===== src/swzs_pkg.sv =====
// Shared types and constants for the sliding-window z-normalization statistics block.
package swzs_pkg;

	// Register map: index from paddr[3]
	localparam logic REG_WINDOW_LENGTH  = 1'b0;
	localparam logic REG_FLAT_THRESHOLD = 1'b1;

	localparam int LEN_W   = 11;
	localparam int THR_W   = 56;
	localparam int DATA_W  = 64;
	localparam int ADDR_W  = 4;
	localparam int IN_W    = 24;
	localparam int IDX_W   = 24;
	localparam int MEAN_W  = 32;
	localparam int INV_W   = 32;
	localparam int DF_W    = 25;
	localparam int DG_W    = 34;

	localparam logic [LEN_W-1:0] WINDOW_LENGTH_RESET = 11'd16;

	// Configuration seen by the front and back parts
	typedef struct packed {
		logic [LEN_W-1:0] window_length;
		logic [THR_W-1:0] flat_threshold;
	} cfg_t;

	// Queue status
	typedef struct packed {
		logic full;
		logic empty;
	} fifo_stat_t;

endpackage


===== src/swzs_fifo.sv =====
// Short job queue between the front and back parts.
module swzs_fifo #(
	parameter int WIDTH = 8,
	parameter int DEPTH = 2
) (
	input  logic                    clk,
	input  logic                    arst_n,
	input  logic                    push,
	input  logic [WIDTH-1:0]        push_data,
	input  logic                    pop,
	output logic [WIDTH-1:0]        pop_data,
	output swzs_pkg::fifo_stat_t    stat
);
	localparam int PW = (DEPTH > 1) ? $clog2(DEPTH) : 1;
	localparam int CW = $clog2(DEPTH + 1);

	logic [WIDTH-1:0] mem_q [DEPTH];
	logic [PW-1:0]    wr_q;
	logic [PW-1:0]    rd_q;
	logic [CW-1:0]    cnt_q;

	assign stat.full  = (cnt_q == CW'(DEPTH));
	assign stat.empty = (cnt_q == '0);
	assign pop_data   = mem_q[rd_q];

	// Store the pushed word
	always_ff @(posedge clk) begin
		if (push) begin
			mem_q[wr_q] <= push_data;
		end
	end

	// Advance pointers and fill count
	always_ff @(posedge clk or negedge arst_n) begin
		if (!arst_n) begin
			wr_q  <= '0;
			rd_q  <= '0;
			cnt_q <= '0;
		end else begin
			if (push) begin
				wr_q <= (wr_q == PW'(DEPTH - 1)) ? '0 : wr_q + 1'b1;
			end
			if (pop) begin
				rd_q <= (rd_q == PW'(DEPTH - 1)) ? '0 : rd_q + 1'b1;
			end
			if (push && !pop) begin
				cnt_q <= cnt_q + 1'b1;
			end else if (pop && !push) begin
				cnt_q <= cnt_q - 1'b1;
			end
		end
	end

	a_no_overflow: assert property (@(posedge clk) disable iff (!arst_n)
		stat.full |-> !push || pop)
		else $error("push into full queue");
	a_no_underflow: assert property (@(posedge clk) disable iff (!arst_n)
		stat.empty |-> !pop)
		else $error("pop from empty queue");
	a_count_push: assert property (@(posedge clk) disable iff (!arst_n)
		(push && !pop) |=> cnt_q == $past(cnt_q) + 1'b1)
		else $error("fill count did not follow push");
endmodule


===== config.mk =====
export PLATFORM = sky130hd
export DESIGN_NAME = swzs_fifo
export DESIGN_NICKNAME = d
export VERILOG_FILES = /design/src/swzs_pkg.sv /design/src/swzs_fifo.sv
export SDC_FILE = /design/constraint.sdc
export NUM_CORES = 1
export LEC_CHECK = 0
export ABC_CLOCK_PERIOD_IN_PS = 1100
export BUFFER_PORTS_ARGS = -buffer_cell sky130_fd_sc_hd__buf_4
export CAP_MARGIN = 20
export CORE_MARGIN = 4
export CORE_UTILIZATION = 42
export DETAILED_ROUTE_END_ITERATION = 8
export GPL_TIMING_DRIVEN = 0
export PLACE_DENSITY = 0.69
export SLEW_MARGIN = 5
export SYNTH_ARGS = -nofsm -noshare
export SYNTH_HDL_FRONTEND = slang
export SYNTH_SLANG_ARGS = --single-unit
export TNS_END_PERCENT = 50

===== constraint.sdc =====
create_clock -name clk -period 1.1 [get_ports clk]
set_input_delay 0.165 -clock clk [delete_from_list [all_inputs] [get_ports clk]]
set_output_delay 0.165 -clock clk [all_outputs]
set_load 0.01 [all_outputs]

==> results.md, run 1 <==
* Die Span Y at 50.84 um
* Fin util at 63.33%
* Most used cell, CP: buf_6
* HP Class: in2reg
* Synthesized area at 770.7 sq um
* Crit Path Class: reg2out
* Crit-path slowest cell: dfrtp_1
* Unique masters post-synth at 12
* CP endpoint kind: primary output
* Antenna Cells at 0
* H-tree Lvls at 1
* Drt pass-1 iters at 4
* EDFF count, synth at 16
* Worst Path Required at 0.94 ns
* Most frequent cell after synthesis: edfxtp_1
* Clock transition at path regs at 0.10 ns
* Vias at 421
* Most frequent cells after synthesis: 16 x edfxtp_1, 8 x mux2_2, 4 x dfrtp_1, 4 x xor2_1, 2 x nor2_1
* DIE WIDTH at 50.84 um
* Failing checks: setup timing
* Starting Density at 44.64%
* Vias in the first global route at 427
* Iteration-0 DRC Markers at 2
* Via density at 4.432
* Core area at 1727 sq um
* Slowest cell delay on critical path at 0.41 ns
* Die area at 2584 sq um
* Final net count at 84
* Std cell rows at 15
* Cells after Synth at 41
* GPL Wtd Cong at 0.6429
* Flop2flop setup slack at 0.07 ns
* Leak pwr at 0.0004656 uW
* Status: finished with violations
* CP Launch Type: flop
* RSZ-0062 raised after global routing: true
* Setup_tns at -2.670 ns
* Setup-failing EPs final at 9
* Mean Syn Cell Area at 18.80 sq um
* Worst Path Max Fanout at 5
* Area grow syn2layout at 41.88%
* Antenna violations before repair at 0
* Cells along the critical path: buf_6, mux2_4, buf_6
* Clock latency on the worst-skew pair at 0.28 ns
* Slew headroom at 82.51%
* Top-area cell type share of the netlist area at 62.34%
* Worst setup margin at -0.3280 ns
* Detailed-route DRC error count at 0
* Synth Register Bits at 20
* Clock skew at 0.002711 ns
* Final total power at 2593 uW
* Synth area leader: edfxtp_1
* Clk buf depth at 2
* Maximum clock frequency at 700.3 MHz
* Seq/Total Area, Yosys at 75.32%
* Worst hold slack at 0.05651 ns
* GRT Overall Usage at 9.131%
* Largest delay share family, worst path: flip-flops
* CTS root buf: clkbuf_4
* Mapped Nets at 54
* Global-route wire length before repair at 1780 um
* Fin crit share at 129.8%
* Max-slew violation count at 0
* Routed Antenna Nets at 0
* Largest net degree at the start of global routing at 12
* Top FF cell, synth: edfxtp_1
* WP data arrival at 1.26 ns
* WP buf/inv at 2
* Max cap viols at 0
* Num CTS Buffers at 3
* Clk sinks at 20
* Post-layout min period at 1.428 ns
* CTS tree: done
* Cell Pwr Density at 2372 nW/um^2
* GRT overflow at 0
* Routed wire length per instance at 12.09 um
* Worst slew pin tran at 0.2618 ns
* Detailed Route WL at 1149 um
* Post-synthesis async set-or-reset flop share at 20.00%
* IO Count at 22
* Sum of net half-perimeters after detailed placement at 780.7 um
* Final Hold Viols at 0
* Synth warn at 0
* Maximum VDD drop at 1283 uV
* Port Buffers at 21
* Synth top area cells: edfxtp_1 62%, dfrtp_1 13%, mux2_2 12%
* Share of layout cells above drive strength 1 at 57.14%
==> stage by stage <==
stage | instance area, sq um | setup slack [ns] | cells
2_1_floorplan | 773.2 | 0.09876 | 41
3_3_place_gp | 962.2 | -0.04425 | 87
3_5_place_dp | 962.2 | -0.08116 | 87
4_1_cts | 1023 | -0.3346 | 94
5_1_grt | 1094 | -0.3835 | 95
6_report | 1094 | -0.3280 | 95
==> power by group <==
| part | leakage [uW] | switching (uW) | internal [uW] |
|---|---|---|---|
| registers | 0.000197 | 102 | 1030 |
| clock network | 0.0000154 | 195 | 132 |
| logic | 0.000253 | 429 | 708 |
==> layer usage <==
layer  routed length, um  vias up  part of all wire, %  track usage, %
met5                   0        -                    0               0
met4                   0        0                    0           2.691
met3                  69        0                  6.0           2.624
met2                 613       14                   53           16.52
met1                 466      203                   41           10.38
li1                    -      204                    -               -
==> cell usage in the layout, fill, tap and decap left out <==
cell type / count
and2_2: 1
and2b_2: 1
buf_4: 14
buf_6: 11
clkbuf_4: 3
clkinv_1: 1
dfrtp_1: 4
dlygate4sd3_1: 1
edfxtp_1: 16
ha_1: 1
inv_1: 1
mux2_2: 1
mux2_4: 7
nor2_1: 1
nor2_2: 1
nor2b_4: 1
xnor2_1: 1
xor2_1: 4
==> worst paths after layout <==
kind,startpoint,end,cells after the start
max in group asynchronous,arst_n,rd_q$_DFFE_PN0P_,2
setup / recovery,rd_q$_DFFE_PN0P_,pop_data[1],3
min in group asynchronous,arst_n,wr_q$_DFFE_PN0P_,2
setup reg to reg,cnt_q[0]$_DFFE_PN0P_,cnt_q[1]$_DFFE_PN0P_,4
hold reg to reg,cnt_q[1]$_DFFE_PN0P_,cnt_q[1]$_DFFE_PN0P_,1
hold / removal,push_data[0],mem_q[1][0]$_DFFE_PP_,1
==> worst reg2reg max path, cell delays in order (launching register included) <==
cell	delay (ns)
dfrtp_1	0.42
buf_4	0.15
xor2_1	0.13
nor2_1	0.10
xor2_1	0.15
==> sequential cells by signal (all words and copies together) (netlist names) <==
register and flops:
rd_q 1, cnt_q 2, mem_q 16, wr_q 1
==> cell families (layout without fill, tap and decap cells) <==
family | Yosys count | count (layout) | synth area share, %
AND/OR/NAND/NOR | 5 | 5 | 3.735
buffers and inverters | 2 | 31 | 1.947
flip-flops | 20 | 20 | 75.33
multiplexers | 8 | 8 | 11.69
XOR/XNOR | 5 | 5 | 5.682
adder cells (fa/ha/maj) | 1 | 1 | 1.623
==> area by class of cell <==
| cell class | count | area (sq um) |
|---|---|---|
| Buffer | 1 | 11.26 |
| Clock buffer | 3 | 22.52 |
| Clock inverter | 1 | 3.754 |
| Fill cell | 145 | 633.1 |
| Inverter | 1 | 3.754 |
| Multi-Input combinational cell | 19 | 212.7 |
| Sequential cell | 20 | 580.6 |
| Tap cell | 25 | 31.28 |
| Timing Repair Buffer | 25 | 227.7 |
==> what timing repair did <==
action | CTS | global route
buffers inserted | 2 | 0
resized for setup | 3 | 18
pin swaps | 1 | 1
hold buffers | 1 | 0
endpoints found under the setup margin | 26 | 10
cloned | 0 | 1
endpoints found under the hold margin | 4 | 0
Note: power is estimated with default switching activity, not from simulation.
==> inputs of run 2 (changes only) <==
CAP_MARGIN = not set   (was 20)
CELL_PAD_IN_SITES_DETAIL_PLACEMENT = 0   (was not set)
CELL_PAD_IN_SITES_GLOBAL_PLACEMENT = 2   (was not set)
CORE_UTILIZATION = 31   (was 42)
PLACE_DENSITY = not set   (was 0.69)
PLACE_DENSITY_LB_ADDON = 0.1   (was not set)
==> results.md, run 2 (synthesized netlist as in run 1, its figures left out) <==
* Worst Path Required at 0.94 ns (about the same)
* GRT overflow at 0 (unchanged)
* Sum of net half-perimeters after detailed placement at 844.8 um (was 780.7 um)
* Die area at 3348 sq um (was 2584 sq um)
* Vias in the first global route at 465 (was 427)
* GPL Wtd Cong at 0.6100 (was 0.6429)
* Worst Hold Depth at 2 (was 1)
* Largest net degree at the start of global routing at 12 (unchanged)
* FF-to-FF path depth at 1 (was 4)
* Slew headroom at 82.15% (was 82.51%)
* Max reg flops at 16 (unchanged)
* Port Buffers at 21 (unchanged)
* Detailed Route WL at 1207 um (was 1149 um)
* Share of layout cells above drive strength 1 at 55.07% (was 57.14%)
* Setup-failing EPs final at 10 (was 9)
* Final net count at 83 (was 84)
* Core area at 2297 sq um (was 1727 sq um)
* Vias at 414 (was 421)
* Max cap viols at 0 (unchanged)
* Starting Density at 33.55% (was 44.64%)
* Routed wire length per instance at 12.44 um (was 12.09 um)
* Area grow syn2layout at 41.56% (was 41.88%)
* Post-layout min period at 1.433 ns (was 1.428 ns)
* Worst Path Max Fanout at 5 (unchanged)
* Fin crit share at 130.2% (was 129.8%)
* Die Span Y at 57.86 um (was 50.84 um)
* Setup_tns at -2.700 ns (was -2.670 ns)
* Cell Pwr Density at 2359 nW/um^2 (was 2372 nW/um^2)
* Post-route cell area at 1091 sq um (was 1094 sq um)
* Leak pwr at 0.0004651 uW (was 0.0004656 uW)
* Clk buf depth at 2 (unchanged)
* Fin util at 47.49% (was 63.33%)
* FILL cells at 214 (was 145)
* Maximum VDD drop at 921.0 uV (was 1283 uV)
* DIE WIDTH at 57.86 um (was 50.84 um)
* Max-slew violation count at 0 (unchanged)
* Commonest non-fill, non-tap cell in the layout: edfxtp_1 (unchanged)
* Worst slew pin tran at 0.2672 ns (was 0.2618 ns)
* CP Launch Type: flop (unchanged)
* Maximum clock frequency at 698.0 MHz (was 700.3 MHz)
* CP endpoint kind: primary output (unchanged)
* Crit Path Class: reg2out (unchanged)
* Top reg by flops: mem_q (unchanged)
* Clock skew at 0.003636 ns (was 0.002711 ns)
* CTS root buf: clkbuf_4 (unchanged)
* Global-route wire length before repair at 2097 um (was 1780 um)
* Antenna Cells at 0 (unchanged)
* Std cell rows at 17 (was 15)
* Num CTS Buffers at 3 (unchanged)
* IO Count at 22 (unchanged)
* GRT Overall Usage at 8.562% (was 9.131%)
* H-tree Lvls at 1 (unchanged)
* Clock latency on the worst-skew pair at 0.29 ns (was 0.28 ns)
* HP Class: in2reg (unchanged)
* Clk sinks at 20 (unchanged)
* Biggest regs: mem_q (16), cnt_q (2) (unchanged)
* Final Hold Viols at 0 (unchanged)
* Worst setup margin at -0.3327 ns (was -0.3280 ns)
* RSZ-0062 raised after global routing: true (unchanged)
* Status: finished with violations (unchanged)
* WP data arrival at 1.27 ns (was 1.26 ns)
* Placed Instance Area at 965.9 sq um (was 962.2 sq um)
* Clock transition at path regs at 0.10 ns (about the same)
* Antenna violations before repair at 0 (unchanged)
* Detailed-route DRC error count at 0 (unchanged)
* CTS tree: done (unchanged)
* Iteration-0 DRC Markers at 9 (was 2)
* Commonest non-fill, non-tap cells in the layout: 16 x edfxtp_1, 13 x buf_4, 11 x buf_6, 8 x mux2_4 (was 16 x edfxtp_1, 14 x buf_4, 11 x buf_6, 7 x mux2_4)
* Drt pass-1 iters at 2 (was 4)
* Failing checks: setup timing (unchanged)
* Routed Antenna Nets at 0 (unchanged)
* Via density at 4.268 (was 4.432)
## run 2: area by class of cell
class | instances | area (sq um) | share of cell area (%)
buffer | 1 | 11.26 | 1.032
clock buffer | 3 | 22.52 | 2.064
clock inverter | 1 | 3.754 | 0.3440
inverter | 1 | 3.754 | 0.3440
multi-input combinational | 19 | 214.0 | 19.61
sequential | 20 | 580.6 | 53.21
tap | 28 | 35.03 | 3.211
timing repair buffer | 24 | 220.2 | 20.18
## run 2: power by group
part | switching, uW | total [uW] | internal (uW)
Sequential | 91.5 | 1120 | 1030
Combinational | 431 | 1120 | 692
Clock | 199 | 330 | 132
## run 2: timing repair
action,CTS,global route
cloned,1,0
setup buffers,1,0
hold buffers,1,0
gates resized for setup,21,0
pin swaps,1,0
setup endpoints to repair,26,10
endpoints found under the hold margin,4,0
## run 2: final timing paths
path / from / end / slack, ns
setup / recovery: rd_q$_DFFE_PN0P_ / pop_data[6] / -0.33
hold / removal: pop / rd_q$_DFFE_PN0P_ / 0.05
setup reg to reg: wr_q$_DFFE_PN0P_ / mem_q[1][4]$_DFFE_PP_ / 0.07
hold reg to reg: cnt_q[1]$_DFFE_PN0P_ / cnt_q[1]$_DFFE_PN0P_ / 0.50
max in group asynchronous: arst_n / cnt_q[1]$_DFFE_PN0P_ / 0.79
min in group asynchronous: arst_n / wr_q$_DFFE_PN0P_ / 0.21
## run 2: routing by layer
metal  GRT usage, %  wire length, um  vias to the layer above
li1               -                -                      202
met1          9.371              498                      201
met2          15.32              645                       11
met3          2.895               62                        0
met4          2.980                0                        0
met5              0                0                        -
## run 2: per-stage QoR
step / worst slack (ns) / total power (uW) / hold slack, ns / instances
3_5_place_dp: -0.07174 / 1975 / -0.03201 / 90
6_report: -0.3327 / 2573 / 0.05321 / 97
5_1_grt: -0.3845 / 2744 / 0.02926 / 97
3_3_place_gp: -0.06593 / 1975 / -0.03156 / 90
4_1_cts: -0.3569 / 2624 / 0.03610 / 97
2_1_floorplan: 0.09876 / 1612 / -0.1306 / 41
## run 2: critical path, stage by stage, from the launching register on
cell and delay, ns:
dfrtp_1 0.41, buf_6 0.15, mux2_4 0.30, buf_6 0.12
==> inputs of run 3 (changes only) <==
CORE_UTILIZATION = 33   (was 31)
CTS_BUF_LIST = sky130_fd_sc_hd__clkbuf_4 sky130_fd_sc_hd__clkbuf_8   (was not set)
==> results.md, run 3 (synthesized netlist as in run 1, its figures left out) <==
* Fin crit share at 131.6% (was 130.2%)
* Max-slew violation count at 0 (unchanged)
* GRT overflow at 0 (unchanged)
* Via density at 4.214 (was 4.268)
* Power Internal at 1873 uW (was 1852 uW)
* Flop2flop setup slack at 0.07 ns (about the same)
* Crit Path Class: reg2out (unchanged)
* Detailed-route DRC error count at 0 (unchanged)
* Maximum clock frequency at 690.9 MHz (was 698.0 MHz)
* Core area at 2212 sq um (was 2297 sq um)
* FF-to-FF path depth at 4 (was 1)
* Failing checks: setup timing (unchanged)
* Switching share of power at 28.46% (was 28.04%)
* GPL Wtd Cong at 0.6012 (was 0.6100)
* RR Startpoint: cnt_q[0]$_DFFE_PN0P_ (was wr_q$_DFFE_PN0P_)
* Detailed Route WL at 1204 um (was 1207 um)
* Port Buffers at 21 (unchanged)
* Worst hold slack at 0.05080 ns (was 0.05321 ns)
* HP Class: in2reg (unchanged)
* Setup-failing EPs final at 9 (was 10)
* Comb power frac at 44.0% (was 43.6%)
* Grt met1 use at 10.35% (was 9.371%)
* Max reg flops at 16 (unchanged)
* Worst Setup SP: rd_q$_DFFE_PN0P_ (unchanged)
* CTS tree: done (unchanged)
* Final Hold Viols at 0 (unchanged)
* Clk buf depth at 2 (unchanged)
* Clk pwr share at 13.0% (was 12.8%)
* Post-Layout Cell Count at 98 (was 97)
* Reg power frac at 42.9% (was 43.5%)
* WP data arrival at 1.28 ns (was 1.27 ns)
* Clk sinks at 20 (unchanged)
* RSZ-0062 raised after global routing: true (unchanged)
* Routed Antenna Nets at 0 (unchanged)
* Area grow syn2layout at 42.53% (was 41.56%)
* Die Span Y at 56.33 um (was 57.86 um)
* Status: finished with violations (unchanged)
* Drt pass-1 iters at 3 (was 2)
* Vias at 413 (was 414)
* Sum of net half-perimeters after detailed placement at 837.6 um (was 844.8 um)
* Antenna Cells at 0 (unchanged)
* Std cell rows at 17 (unchanged)
* CTS root buf: clkbuf_4 (unchanged)
* Starting Density at 34.84% (was 33.55%)
* Worst Path Required at 0.94 ns (about the same)
* Leak pwr at 0.0004703 uW (was 0.0004651 uW)
* Placed cell count at 90 (unchanged)
* Routed wire length per instance at 12.29 um (was 12.44 um)
* CP Capture Point: pop_data[6] (unchanged)
* Global-route wire length before repair at 2014 um (was 2097 um)
* Antenna violations before repair at 0 (unchanged)
* Placed Instance Area at 965.9 sq um (unchanged)
* Capturing point of the worst reg2reg path: cnt_q[1]$_DFFE_PN0P_ (was mem_q[1][4]$_DFFE_PP_)
* Clock latency on the worst-skew pair at 0.29 ns (about the same)
* Worst slew pin tran at 0.2677 ns (was 0.2672 ns)
* Final net count at 84 (was 83)
* Sw power at 745.2 uW (was 721.6 uW)
* Slew headroom at 82.12% (was 82.15%)
* Biggest regs: mem_q (16), cnt_q (2) (unchanged)
* Largest net degree at the start of global routing at 12 (unchanged)
* Commonest non-fill, non-tap cell in the layout: edfxtp_1 (unchanged)
* Worst Path Max Fanout at 5 (unchanged)
* Iteration-0 DRC Markers at 10 (was 9)
* CP Launch Type: flop (unchanged)
* DIE WIDTH at 56.33 um (was 57.86 um)
* IO Count at 22 (unchanged)
* Worst setup margin at -0.3474 ns (was -0.3327 ns)
* Maximum VDD drop at 1394 uV (was 921.0 uV)
* Vias in the first global route at 448 (was 465)
* Post-placement setup slack at -0.05596 ns (was -0.07174 ns)
* GRT Overall Usage at 8.353% (was 8.562%)
* Die area at 3173 sq um (was 3348 sq um)
* GR peak layer: met2 (unchanged)
* Clock skew at 0.001004 ns (was 0.003636 ns)
* Met3 Use GR at 1.379% (was 2.895%)
* H-tree Lvls at 1 (unchanged)
* CP endpoint kind: primary output (unchanged)
* Post-route cell area at 1099 sq um (was 1091 sq um)
* Top reg by flops: mem_q (unchanged)
* Post-layout min period at 1.447 ns (was 1.433 ns)
* M2 GR Usage at 14.02% (was 15.32%)
* Max cap viols at 0 (unchanged)
* Commonest non-fill, non-tap cells in the layout: 16 x edfxtp_1, 14 x buf_4, 11 x buf_6, 8 x mux2_4 (was 16 x edfxtp_1, 13 x buf_4, 11 x buf_6, 8 x mux2_4)
* Clock transition at path regs at 0.11 ns (was 0.10 ns)
* Cell Pwr Density at 2383 nW/um^2 (was 2359 nW/um^2)
* Share of layout cells above drive strength 1 at 55.71% (was 55.07%)
* Num CTS Buffers at 3 (unchanged)
## run 3: cell types whose count changed in the layout (fill, tap and decap cells not counted)
cell	before	now
buf_4	13	14
## run 3: power groups by stage
stage          Combinational, uW  Sequential, uW  Clock [uW]
2_1_floorplan                498            1110           0
3_3_place_gp                 842            1130           0
3_5_place_dp                 848            1130           0
4_1_cts                     1170            1120         352
5_1_grt                     1230            1150         396
6_report                    1150            1120         341
## run 3: layout make-up
| type | count | area, sq um |
|---|---|---|
| Inverter | 1 | 3.754 |
| Clock buffer | 3 | 22.52 |
| Clock inverter | 1 | 3.754 |
| Buffer | 1 | 11.26 |
| Fill cell | 208 | 1114 |
| Sequential cell | 20 | 580.6 |
| Timing Repair Buffer | 25 | 227.7 |
| Tap cell | 28 | 35.03 |
| Multi-Input combinational cell | 19 | 214.0 |
## run 3: stage by stage
step	util, %	setup TNS, ns	total power [uW]
after floorplan	-	0	1612
after global placement	43.67	-0.7417	1971
after detailed placement	43.67	-0.8611	1979
after CTS	49.66	-2.922	2650
after global routing	49.66	-3.303	2774
final	49.66	-2.799	2618
## run 3: critical path: stages, from the launching register on
cell and delay (ns):
dfrtp_1 0.42, buf_6 0.15, mux2_4 0.30, buf_6 0.12
## run 3: worst min path at each step
stage                            endpoint  depth (start not counted)    startpoint  slack, ns
finish                   rd_q$_DFFE_PN0P_                          2           pop       0.05
global route        mem_q[0][2]$_DFFE_PP_                          1  push_data[2]       0.03
CTS                      rd_q$_DFFE_PN0P_                          2           pop       0.04
detailed placement   cnt_q[0]$_DFFE_PN0P_                          1        arst_n      -0.03
global placement     cnt_q[0]$_DFFE_PN0P_                          1        arst_n      -0.03
floorplan            cnt_q[0]$_DFFE_PN0P_                          0        arst_n      -0.13
## run 3: timing repair
| item | CTS | global route |
|---|---|---|
| pin swaps | 0 | 2 |
| endpoints found under the setup margin | 26 | 11 |
| hold endpoints to repair | 4 | 0 |
| resized for setup | 21 | 0 |
| buffers inserted | 2 | 0 |
| hold buffers | 1 | 0 |
| gates cloned | 1 | 0 |
## run 3: layer usage
metal / up-vias / wire length (um) / share of wire [%]
met5: - / 0 / 0
met4: 0 / 0 / 0
met3: 0 / 63 / 5.2
met2: 11 / 602 / 50
met1: 198 / 539 / 45
li1: 204 / - / -
